[config.mk]
export PLATFORM = sky130hd
export DESIGN_NAME = crc32_trailer_framer
export DESIGN_NICKNAME = d
export VERILOG_FILES = /design/src/design/ctf_pkg.sv /design/src/design/ctf_burst.sv /design/src/design/crc32_trailer_framer.sv
export SDC_FILE = /design/constraint.sdc
export NUM_CORES = 1
export LEC_CHECK = 0
export ABC_AREA = 1
export BUFFER_PORTS_ARGS = -buffer_cell sky130_fd_sc_hd__buf_2
export CAP_MARGIN = 20
export CORE_ASPECT_RATIO = 0.6
export CORE_MARGIN = 4
export CORE_UTILIZATION = 26
export CTS_CLUSTER_SIZE = 30
export DETAILED_ROUTE_END_ITERATION = 8
export GPL_TIMING_DRIVEN = 1
export PLACE_DENSITY = 0.47
export SYNTH_ARGS = -nofsm -noshare
export SYNTH_HDL_FRONTEND = slang
export SYNTH_SLANG_ARGS = --single-unit
export TNS_END_PERCENT = 20
[constraint.sdc]
create_clock -name clock -period 9.87 [get_ports clock]
set_input_delay 1.974 -clock clock [delete_from_list [all_inputs] [get_ports clock]]
set_output_delay 1.974 -clock clock [all_outputs]
set_load 0.01 [all_outputs]
[src/design/ctf_pkg.sv]
// Shared types, codes and the byte-wise CRC-32 function for the CRC-32 trailer framer.
// Used by ctf_burst and crc32_trailer_framer; depends on nothing else.
package ctf_pkg;

   localparam int LENGTH_BITS = 16;
   localparam int TRAILER_BYTES = 4;
   localparam logic [LENGTH_BITS-1:0] COUNT_MAX = {LENGTH_BITS{1'b1}};
   localparam logic [31:0] CRC_POLY = 32'hEDB88320;
   localparam logic [31:0] CRC_INIT = 32'hFFFFFFFF;

   // First position and position of the final trailer byte in a five-transfer burst.
   localparam logic [2:0] POS_FIRST = 3'd0;
   localparam logic [2:0] POS_LAST = 3'(TRAILER_BYTES);

   localparam logic [1:0] CSR_VERSION = 2'd0;
   localparam logic [1:0] CSR_MAX_PACKET = 2'd1;

   localparam logic [1:0] VER_UNSUPPORTED = 2'd0;
   localparam logic [1:0] VER_CRC = 2'd3;

   localparam logic ACT_PROTECT = 1'b0;
   localparam logic ACT_VALIDATE = 1'b1;

   localparam logic [2:0] ST_OK = 3'd0;
   localparam logic [2:0] ST_NO_ROOM = 3'd1;
   localparam logic [2:0] ST_TOO_SHORT = 3'd2;
   localparam logic [2:0] ST_MISMATCH = 3'd3;
   localparam logic [2:0] ST_UNSUPPORTED = 3'd4;

   // One burst of results caused by one input byte: a single result, or an
   // echoed byte followed by four trailer bytes.
   typedef struct packed {
      logic [7:0]  first_byte;
      logic        first_last;
      logic [2:0]  first_status;
      logic [15:0] length;
      logic        trailer;
      logic [31:0] crc;
   } ctf_burst_type;

   function automatic logic [31:0] crc_byte(input logic [31:0] crc, input logic [7:0] b);
      logic [31:0] c;
      c = crc ^ {24'd0, b};
      for (int i = 0; i < 8; i++) begin
         c = c[0] ? ((c >> 1) ^ CRC_POLY) : (c >> 1);
      end
      return c;
   endfunction

   function automatic logic [15:0] sat16(input logic [LENGTH_BITS-1:0] v);
      logic [31:0] w;
      w = 32'(v);
      return (w > 32'h0000FFFF) ? 16'hFFFF : w[15:0];
   endfunction

endpackage

[src/design/ctf_burst.sv]
// Result register of the framer: holds one burst and hands it out one transfer a cycle
// while rsp_ready is high. Depends on ctf_pkg.
module ctf_burst (
   input  logic                   clock,
   input  logic                   reset,
   input  logic                   load,
   input  ctf_pkg::ctf_burst_type load_burst,
   output logic                   space,
   output logic                   rsp_valid,
   input  logic                   rsp_ready,
   output logic [7:0]             rsp_out_byte,
   output logic                   rsp_out_last,
   output logic [2:0]             rsp_status,
   output logic [15:0]            rsp_body_length
);
   import ctf_pkg::*;

   logic          valid_ff, valid_in;
   logic [2:0]    pos_ff, pos_in;
   ctf_burst_type burst_ff, burst_in;
   logic          at_final;

   assign at_final = burst_ff.trailer ? (pos_ff == POS_LAST) : (pos_ff == POS_FIRST);
   assign space = !valid_ff || (rsp_ready && at_final);
   assign rsp_valid = valid_ff;

   always_comb begin
      valid_in = valid_ff;
      pos_in = pos_ff;
      burst_in = burst_ff;
      if (valid_ff && rsp_ready) begin
         if (at_final) begin
            valid_in = 1'b0;
            pos_in = POS_FIRST;
         end else begin
            pos_in = pos_ff + 3'd1;
         end
      end
      if (load) begin
         valid_in = 1'b1;
         pos_in = POS_FIRST;
         burst_in = load_burst;
      end
   end

   always_comb begin
      rsp_out_byte = 8'd0;
      rsp_out_last = 1'b0;
      rsp_status = ST_OK;
      rsp_body_length = 16'd0;
      case (pos_ff)
         3'd0: begin
            rsp_out_byte = burst_ff.first_byte;
            rsp_out_last = burst_ff.first_last;
            rsp_status = burst_ff.first_status;
            rsp_body_length = burst_ff.trailer ? 16'd0 : burst_ff.length;
         end
         3'd1: rsp_out_byte = burst_ff.crc[31:24];
         3'd2: rsp_out_byte = burst_ff.crc[23:16];
         3'd3: rsp_out_byte = burst_ff.crc[15:8];
         3'd4: begin
            rsp_out_byte = burst_ff.crc[7:0];
            rsp_out_last = 1'b1;
            rsp_body_length = burst_ff.length;
         end
         default: rsp_out_byte = 8'd0;
      endcase
   end

   always_ff @(posedge clock) begin
      if (reset) begin
         valid_ff <= 1'b0;
         pos_ff <= POS_FIRST;
      end else begin
         valid_ff <= valid_in;
         pos_ff <= pos_in;
      end
      burst_ff <= burst_in;
   end

   // A new burst may only land when the previous one is gone or finishing.
   a_load_space: assert property (@(posedge clock) disable iff (reset)
      load |-> space)
      else $error("burst loaded while result register busy");

   // A burst without a trailer is a single transfer.
   a_single_pos: assert property (@(posedge clock) disable iff (reset)
      valid_ff && !burst_ff.trailer |-> pos_ff == POS_FIRST)
      else $error("single result advanced past its first position");

   // A trailer burst marks only its final transfer as last.
   a_trailer_last: assert property (@(posedge clock) disable iff (reset)
      valid_ff && burst_ff.trailer && pos_ff != POS_LAST |-> !rsp_out_last)
      else $error("trailer burst flagged last early");

   // Each transfer inside a burst steps to the next position.
   a_pos_step: assert property (@(posedge clock) disable iff (reset)
      valid_ff && rsp_ready && !at_final |=> pos_ff == $past(pos_ff) + 3'd1)
      else $error("burst position did not advance");

endmodule

[src/design/crc32_trailer_framer.sv]
// Top level of the CRC-32 trailer framer: packet state, CRC update and register port.
// Depends on ctf_pkg and ctf_burst.
//
// The framer takes one packet byte per cycle while results are taken and
// updates its reflected CRC-32 (polynomial 0xEDB88320, init all ones, final
// inversion) with a byte-wide update in the same cycle the byte is transferred.
// Each input byte causes zero or one result, except the last byte of a protected
// packet under version 3 when the trailer fits, which causes five: the echoed
// byte and then the CRC, most significant byte first. Results leave through a
// single result register; a new byte is taken while the previous burst is empty
// or is handing out its final transfer, and a packet with a trailer holds off the
// next byte while its trailer goes out. Validate consumes bytes silently and
// gives one status result at the last byte, under version 3 comparing the final
// four bytes against the CRC of the body before them. The two registers may be
// written at any time between packets and take effect on the next byte.
module crc32_trailer_framer (
   input  logic        clock,
   input  logic        reset,
   input  logic        req_valid,
   output logic        req_ready,
   input  logic        req_action,
   input  logic [7:0]  req_data_byte,
   input  logic        req_last,
   output logic        rsp_valid,
   input  logic        rsp_ready,
   output logic [7:0]  rsp_out_byte,
   output logic        rsp_out_last,
   output logic [2:0]  rsp_status,
   output logic [15:0] rsp_body_length,
   input  logic        csr_we,
   input  logic [1:0]  csr_index,
   input  logic [15:0] csr_wdata
);
   import ctf_pkg::*;

   logic [1:0]             version_ff;
   logic [15:0]            max_packet_ff;
   logic [31:0]            crc_ff, crc_in;
   logic [LENGTH_BITS-1:0] count_ff, count_in;
   logic [31:0]            tail_ff, tail_in;

   logic                   accept;
   logic                   emit;
   logic                   clear;
   logic                   cnt_sat;
   logic [LENGTH_BITS-1:0] cnt_next;
   logic [31:0]            crc_prot;
   logic [31:0]            crc_val;
   logic                   no_room;
   ctf_burst_type          burst;
   logic                   space;

   assign accept = req_valid && req_ready;
   assign req_ready = space;

   assign cnt_sat = (count_ff == COUNT_MAX);
   assign cnt_next = cnt_sat ? COUNT_MAX : count_ff + LENGTH_BITS'(1);
   assign crc_prot = crc_byte(crc_ff, req_data_byte);
   assign crc_val = crc_byte(crc_ff, tail_ff[31:24]);
   assign no_room = cnt_sat ||
                    ((32'(cnt_next) + 32'(TRAILER_BYTES)) > 32'(max_packet_ff));

   always_comb begin
      emit = 1'b0;
      clear = 1'b0;
      crc_in = crc_ff;
      tail_in = tail_ff;
      burst.first_byte = 8'd0;
      burst.first_last = 1'b0;
      burst.first_status = ST_OK;
      burst.length = 16'd0;
      burst.trailer = 1'b0;
      burst.crc = ~crc_prot;

      if (version_ff == VER_UNSUPPORTED) begin
         if (req_last) begin
            emit = 1'b1;
            clear = 1'b1;
            burst.first_last = 1'b1;
            burst.first_status = ST_UNSUPPORTED;
            burst.length = sat16(cnt_next);
         end
      end else if (req_action == ACT_PROTECT) begin
         if (version_ff == VER_CRC) begin
            crc_in = crc_prot;
         end
         emit = 1'b1;
         burst.first_byte = req_data_byte;
         if (req_last) begin
            clear = 1'b1;
            burst.length = sat16(cnt_next);
            if (version_ff != VER_CRC) begin
               burst.first_last = 1'b1;
            end else if (no_room) begin
               burst.first_last = 1'b1;
               burst.first_status = ST_NO_ROOM;
            end else begin
               burst.trailer = 1'b1;
            end
         end
      end else begin
         if (version_ff == VER_CRC) begin
            if (count_ff >= LENGTH_BITS'(TRAILER_BYTES)) begin
               crc_in = crc_val;
            end
            tail_in = {tail_ff[23:0], req_data_byte};
         end
         if (req_last) begin
            emit = 1'b1;
            clear = 1'b1;
            burst.first_last = 1'b1;
            if (version_ff != VER_CRC) begin
               burst.length = sat16(cnt_next);
            end else if (cnt_next < LENGTH_BITS'(TRAILER_BYTES)) begin
               burst.first_status = ST_TOO_SHORT;
            end else begin
               // crc_in now holds the body CRC; tail_in is the trailer.
               burst.first_status = (~crc_in == tail_in) ? ST_OK : ST_MISMATCH;
               burst.length = sat16(cnt_next - LENGTH_BITS'(TRAILER_BYTES));
            end
         end
      end

      count_in = cnt_next;
      if (clear) begin
         crc_in = CRC_INIT;
         count_in = '0;
         tail_in = 32'd0;
      end
   end

   always_ff @(posedge clock) begin
      if (reset) begin
         version_ff <= VER_UNSUPPORTED;
         max_packet_ff <= 16'd4096;
         crc_ff <= CRC_INIT;
         count_ff <= '0;
         tail_ff <= 32'd0;
      end else begin
         if (csr_we) begin
            case (csr_index)
               CSR_VERSION: version_ff <= csr_wdata[1:0];
               CSR_MAX_PACKET: max_packet_ff <= csr_wdata;
               default: ;
            endcase
         end
         if (accept) begin
            crc_ff <= crc_in;
            count_ff <= count_in;
            tail_ff <= tail_in;
         end
      end
   end

   ctf_burst u_burst (
      .clock           (clock),
      .reset           (reset),
      .load            (accept && emit),
      .load_burst      (burst),
      .space           (space),
      .rsp_valid       (rsp_valid),
      .rsp_ready       (rsp_ready),
      .rsp_out_byte    (rsp_out_byte),
      .rsp_out_last    (rsp_out_last),
      .rsp_status      (rsp_status),
      .rsp_body_length (rsp_body_length)
   );

   // A transfer of a last byte always leaves the packet state cleared.
   a_clear_after_last: assert property (@(posedge clock) disable iff (reset)
      accept && req_last |=> count_ff == '0 && crc_ff == CRC_INIT && tail_ff == 32'd0)
      else $error("packet state not cleared after last byte");

   // The byte counter moves only on an input transfer.
   a_count_hold: assert property (@(posedge clock) disable iff (reset)
      !accept |=> $stable(count_ff))
      else $error("byte count changed without a transfer");

   // Under version 0 the CRC either holds its value or returns to its initial value.
   a_unsup_crc: assert property (@(posedge clock) disable iff (reset)
      accept && version_ff == VER_UNSUPPORTED |=> crc_ff == $past(crc_ff) ||
      crc_ff == CRC_INIT)
      else $error("CRC changed under unsupported version");

endmodule

==> out/metrics.csv, run 1 <==
stage,metric,value,unit
synth,cells after synthesis,1809,
detailed_routing,DRT antenna net count,0,
finish,Non-Filler Instances,2446,
timing,Clock Skew,0.0184,ns
worst_setup_path,crit path kind,in -> out,
job,Max Cap Viol,0,
floorplan,Core Footprint,0.0449,mm²
synth,register area share after synthesis,32.7,%
worst_setup_path,Most Frequent Cell on Critical Path,buf_2,
worst_setup_path,CP max stage delay,0.22,ns
clocking,clk_lat worst skew,0.46,ns
detailed_routing,WL per Instance,19.2,µm
floorplan,Initial Utilization,26.4,%
finish,share of layout cells above drive strength 1,8.62,%
min_path,WHS Path Cells,2,
synth,syn_area_per_cell,6.55,µm²
finish,fin util,29.8,%
timing,Max-Slew Margin vs Limit,37.2,%
clocking,buffer levels on the longest clock path,2,
worst_setup_path,startpoint types,primary input,
global_route,first-pass GRT wire length,69700,µm
worst_setup_path,WP buf/inv,3,
synth,most common cell in the synthesized netlist,nand2_1,
min_path,min-delay src,tail_ff[9],
finish,Nets,1902,
worst_setup_path,largest delay contributor family on the critical path,buffers and inverters,
placed_design,GPL Wtd Cong,0.977,
clocking,clock-pin slew on the worst setup and hold paths,0.07,ns
timing,"Setup violations, final",0,
clocking,# hold bufs at CTS,0,
global_route,vias in the first global route,10500,
timing,"Slew Viols, Final",0,
synth,Synth Warn #,0,
placed_design,count of input and output buffers,62,
worst_setup_path,flop2flop setup slack,5.44,ns
placed_design,placed cell count,2414,
synth,"area leader, netlist",nand2_1,
timing,final hold violation count,0,
outcome,outcome,completed,
finish,Area growth syn-to-layout,13.1,%
clocking,CTS root buffer,clkbuf_16,
worst_setup_path,Worst Setup SP,rsp_ready,
global_route,all-layer global routing usage,18.7,%
floorplan,Ports,63,
timing,Highest Clock Rate,224,MHz
worst_setup_path,worst reg2reg path endpoint,u_burst.burst_ff[49],
finish,diode count,0,
synth,top post-synthesis cells by count,"nand2_1, inv_1, nand3_1",
clocking,postcts setup bufs,0,
synth,synth top area cells,"nand2_1, dfxtp_1, edfxtp_1",
placed_design,dpl hpwl,36000,µm
global_route,initial antenna violation count,2,
synth,main flop type after synthesis,dfxtp_1,
worst_setup_path,Setup crit end kind,output pin,
clocking,CTS Sinks,163,
clocking,cts repair resizes,0,
min_path,Hold EP,tail_ff[9],
synth,ys async rst share,0,%
synth,Mapped Area,0.0118,mm²
floorplan,die area,0.0492,mm²
synth,number of synthesized flops with an enable pin,61,
timing,RSZ-0062 raised after global routing,no,
timing,Final period util,45.3,%
global_route,total global routing overflow,0,
detailed_routing,DRC,0,
worst_setup_path,Reg2Reg Launch Point,count_ff[1],
worst_setup_path,worst path cell trace,buf_2 -> inv_1 -> o21ai_1 -> buf_2,
clocking,TritonCTS clock tree,built,
global_route,largest net degree at the start of global routing,64,
synth,area share of the largest cell type after synthesis,19.9,%
synth,Yosys reg bits,163,
detailed_routing,Initial DRC Count,1483,
power_and_ir_drop,Leakage,0.00621,µW
power_and_ir_drop,Max rail drop VDD,0.000133,V
clocking,htree depth,4,
timing,Tightest Pin Transition,0.932,ns
worst_setup_path,worst path required time,7.90,ns
floorplan,row cnt,60,
power_and_ir_drop,power per cell area,150,mW/mm²
worst_setup_path,arrival time at the worst endpoint,2.49,ns
min_path,worst min path class,reg -> reg,
detailed_routing,drt via density,4.90,
floorplan,die height,173,µm
worst_setup_path,Worst Reg-to-Reg Cells,28,
clocking,Inserted Clock Buffers,17,
detailed_routing,total number of vias,12000,
worst_setup_path,Crit Path Max Fanout,3,
synth,"Net Count, Synth",1867,
detailed_routing,Post-Route WL,46900,µm
worst_setup_path,critical path's slowest cell,o21ai_1,
timing,Period minus WS final,4.47,ns
detailed_routing,Initial DRT Pass Iterations,5,
timing,Setup TNS,0,ns
synth,synth unique cells,49,
floorplan,DIE WIDTH,284,µm
[metal layers]
| layer | up-vias | track usage (%) | routed length (µm) | share of wire, % |
|---|---|---|---|---|
| met4 | 0 | 3.32 | 354 | 0.75 |
| met1 | 5601 | 31.3 | 25200 | 54 |
| li1 | 5862 | - | - | - |
| met2 | 504 | 21.2 | 15600 | 33 |
| met3 | 23 | 7.07 | 5770 | 12 |
| met5 | - | 0 | 0 | 0 |
[cell usage in the layout, fill, tap and decap left out, types with 12 or more instances in the layout]
master | Yosys | final
a21oi_1 | 87 | 86
buf_2 | 20 | 62
buf_4 | 2 | 17
clkbuf_16 | 0 | 17
dfxtp_1 | 102 | 102
edfxtp_1 | 61 | 61
ha_1 | 25 | 25
inv_1 | 242 | 242
nand2_1 | 629 | 628
nand3_1 | 134 | 134
nor2_1 | 112 | 112
nor3_1 | 15 | 15
o211ai_1 | 20 | 20
o21ai_0 | 84 | 84
o21ai_1 | 12 | 12
o221ai_1 | 12 | 12
xnor2_1 | 13 | 13
xor2_1 | 90 | 90
[worst max-delay path by stage]
stage                            to  depth (start not counted)
6_report                  req_ready                          4
2_1_floorplan     u_burst.pos_ff[0]                          7
3_3_place_gp             crc_ff[15]                         13
3_5_place_dp             crc_ff[15]                         13
5_1_grt        u_burst.burst_ff[49]                         28
4_1_cts                   req_ready                          4
[power breakdown]
group | switching, µW | leakage (µW) | internal, µW
sequential | 29.4 | 0.00141 | 758
combinational | 369 | 0.00450 | 136
clock | 346 | 0.000304 | 373
total | 744 | 0.00621 | 1270
[tightest hold or removal path: stages (launching register included)]
cell and delay [ns]:
dfxtp_1 0.31, nand2_1 0.06, a21oi_1 0.05
[flip-flops by register name (all words and copies together), names as in the netlist]
signal,cells
tail_ff,32
u_burst.burst_ff,61
count_ff,16
version_ff,2
u_burst.pos_ff,3
crc_ff,32
max_packet_ff,16
u_burst.rsp_valid,1
[cell families after synthesis]
group / Yosys count / synth area share [%]
and+or+nand+nor: 944 / 33.7
buffers and inverters: 318 / 10.4
AOI/OAI and AO/OA: 255 / 12.7
DFF: 163 / 32.7
xor gates and xnor gates: 104 / 7.85
adders and majority gates: 25 / 2.64
[final cells by class]
cell class                      count  area (µm²)
Sequential cell                   163        3870
Fill cell                        4926       31500
Multi-Input combinational cell   1328        6760
Tap cell                          589         737
Clock buffer                       18         439
Inverter                          255         960
Clock inverter                     14         186
Timing Repair Buffer               79         438
[stage by stage]
stage | total power [µW] | cell area (µm²) | hold WS, ns | worst slack (ns)
2_1_floorplan | 1110 | 11800 | 0.435 | 3.58
3_3_place_gp | 1290 | 12800 | 0.450 | 5.27
3_5_place_dp | 1290 | 12800 | 0.457 | 5.24
4_1_cts | 2020 | 13400 | 0.467 | 5.40
5_1_grt | 2100 | 13400 | 0.496 | 5.03
6_report | 2010 | 13400 | 0.464 | 5.40
Note: power is estimated with default switching activity, not from simulation.
==> run 2, diff against run 1 <==
==> constraint.sdc (replaced) <==
create_clock -name clock -period 4.6 [get_ports clock]
set_input_delay 0.92 -clock clock [delete_from_list [all_inputs] [get_ports clock]]
set_output_delay 0.92 -clock clock [all_outputs]
set_load 0.01 [all_outputs]
==> run 2 against run 1 <==
Effect of this change:
- sequential cell count unchanged
- critical path depth is 24 higher
- die area unchanged
- sequential power is 110% higher
- core utilization increased by 0.30 points
==> out/metrics.csv, run 2 (synthesis results as in run 1) <==
stage,metric,value,unit,change
power_and_ir_drop,Pint,2670,µW,+110%
clocking,clk_lat worst skew,0.46,ns,about the same
finish,share of layout cells above drive strength 1,9.66,%,+1.0 points
detailed_routing,Post-Route WL,47600,µm,+1.5%
detailed_routing,WL per Instance,19.3,µm,+0.80%
placed_design,GPL Wtd Cong,0.974,,-0.33%
finish,"leading cell type in the layout, fill and taps excluded",nand2_1,,
detailed_routing,drt via density,4.88,,-0.48%
clocking,CTS Sinks,163,,unchanged
worst_setup_path,worst path required time,4.82,ns,-3.08 ns
timing,"Slew Viols, Final",0,,unchanged
floorplan,Initial Utilization,26.4,%,unchanged
finish,Area growth syn-to-layout,14.2,%,
floorplan,row cnt,60,,unchanged
finish,Reg area,0.00388,mm²,about the same
global_route,vias in the first global route,10900,,+3.3%
detailed_routing,total number of vias,12000,,+0.17%
timing,RSZ-0062 raised after global routing,no,,
placed_design,dpl hpwl,36900,µm,+2.6%
worst_setup_path,Crit Path Max Fanout,5,,+2
min_path,WHS Path Cells,2,,unchanged
finish,Top reg by flops,u_burst.burst_ff,,
worst_setup_path,Most Frequent Cell on Critical Path,nand2_1,,
timing,Setup TNS,0,ns,unchanged
finish,max reg flops,61,,unchanged
power_and_ir_drop,Max rail drop VDD,0.000190,V,+43%
floorplan,Core Footprint,0.0449,mm²,unchanged
global_route,initial antenna violation count,2,,unchanged
power_and_ir_drop,Leakage,0.00631,µW,+1.5%
clocking,CTS root buffer,clkbuf_16,,
outcome,outcome,completed,,
power_and_ir_drop,Sw Share,38.0,%,+1.0 points
clocking,clock-pin slew on the worst setup and hold paths,0.08,ns,about the same
power_and_ir_drop,Logic pwr share,25.6,%,+0.5 points
finish,most frequent cells in the layout,"nand2_1, inv_1, nand3_1",,
timing,"Setup violations, final",0,,unchanged
power_and_ir_drop,Design Power,4300,µW,+110%
finish,diode count,0,,unchanged
worst_setup_path,arrival time at the worst endpoint,4.41,ns,+1.92 ns
clocking,# hold bufs at CTS,0,,unchanged
job,Max Cap Viol,0,,unchanged
min_path,min-delay src,tail_ff[9],,
floorplan,die height,173,µm,unchanged
global_route,largest net degree at the start of global routing,55,,-14%
worst_setup_path,Reg2Reg Launch Point,count_ff[1],,
finish,top flop regs,"u_burst.burst_ff: 61 flops, crc_ff: 32 flops, tail_ff: 32 flops",,
min_path,worst min path class,reg -> reg,,
power_and_ir_drop,power per cell area,318,mW/mm²,+110%
worst_setup_path,Setup crit end kind,register,,
power_and_ir_drop,Sequential Power Share,39.1,%,about the same
detailed_routing,DRC,0,,unchanged
timing,Max-Slew Margin vs Limit,23.4,%,-14 points
clocking,Inserted Clock Buffers,17,,unchanged
timing,Tightest Pin Transition,1.14,ns,+0.205 ns
timing,Final period util,91.1,%,
global_route,total global routing overflow,0,,unchanged
timing,final hold violation count,0,,unchanged
power_and_ir_drop,NetSw,1640,µW,+120%
finish,multi-input logic area,0.00678,mm²,+0.22%
timing,Clock Skew,0.0193,ns,+0.000821 ns
clocking,postcts setup bufs,0,,unchanged
global_route,first-pass GRT wire length,70300,µm,+0.80%
worst_setup_path,startpoint types,register,,
floorplan,DIE WIDTH,284,µm,unchanged
power_and_ir_drop,Clk pwr share,35.3,%,-0.4 points
min_path,Hold EP,tail_ff[9],,
clocking,TritonCTS clock tree,built,,
timing,Period minus WS final,4.19,ns,
global_route,all-layer global routing usage,19.0,%,+0.27 points
finish,Layout fillers,4958,,+0.65%
worst_setup_path,worst reg2reg path endpoint,u_burst.burst_ff[49],,
timing,Highest Clock Rate,239,MHz,
finish,fin util,30.1,%,+0.30 points
worst_setup_path,CP max stage delay,0.35,ns,+0.13 ns
worst_setup_path,flop2flop setup slack,0.41,ns,-5.03 ns
clocking,cts repair resizes,0,,unchanged
worst_setup_path,critical path's slowest cell,dfxtp_2,,
clocking,htree depth,4,,unchanged
clocking,buffer levels on the longest clock path,2,,unchanged
worst_setup_path,Worst Reg-to-Reg Cells,28,,unchanged
detailed_routing,Initial DRC Count,1329,,-10%
floorplan,die area,0.0492,mm²,unchanged
finish,Nets,1918,,+0.84%
detailed_routing,DRT antenna net count,0,,unchanged
placed_design,count of input and output buffers,62,,unchanged
detailed_routing,Initial DRT Pass Iterations,6,,+1
worst_setup_path,crit path kind,reg -> reg,,
floorplan,Ports,63,,unchanged
## run 2: stage by stage
stage	hold WS [ns]	cells	cell area, µm²	setup WS (ns)
6_report	0.464	2462	13500	0.407
5_1_grt	0.494	2462	13500	0.0314
4_1_cts	0.468	2462	13500	0.364
3_5_place_dp	0.456	2430	12900	0.381
3_3_place_gp	0.449	2430	12900	0.394
2_1_floorplan	0.435	1809	11900	0.830
## run 2: power groups by stage
stage | clock (µW) | combinational, µW | sequential [µW]
after floorplan | 0 | 679 | 1690
after global placement | 0 | 1060 | 1710
after detailed placement | 0 | 1070 | 1710
after CTS | 1560 | 1070 | 1680
after global routing | 1620 | 1200 | 1690
final | 1520 | 1100 | 1680
## run 2: layer usage
metal / vias up / share of wire [%] / GRT usage, %
li1: 5900 / - / -
met1: 5632 / 52 / 29.5
met2: 448 / 33 / 21.7
met3: 30 / 14 / 10.6
met5: - / 0 / 0
met4: 0 / 0.86 / 3.42
## run 2: worst max-delay path, delay by kind of cell, from the launching register on
family / cells / cell delay [ns]
and+or+nand+nor: 17 / 2.07
AOI/OAI and AO/OA: 5 / 0.70
adders and majority gates: 3 / 0.61
DFF: 1 / 0.35
buffers and inverters: 3 / 0.22
## run 2: layout make-up
class	count	share of cell area, %
sequential	163	28.6
clock inverter	15	1.29
inverter	255	7.09
clock buffer	17	3.14
timing repair buffer	95	4.31
tap	589	5.45
multi-input combinational	1328	50.1
## run 2: how the worst max path moves through the flow
stage	startpoint	to	slack [ns]	cells after the start
final	count_ff[1]	u_burst.burst_ff[49]	0.41	28
after global placement	count_ff[0]	u_burst.burst_ff[49]	0.39	28
after CTS	count_ff[1]	u_burst.burst_ff[49]	0.36	28
after detailed placement	count_ff[1]	u_burst.burst_ff[49]	0.38	28
after floorplan	rsp_ready	u_burst.pos_ff[0]	0.83	7
after global routing	count_ff[1]	u_burst.burst_ff[49]	0.03	28
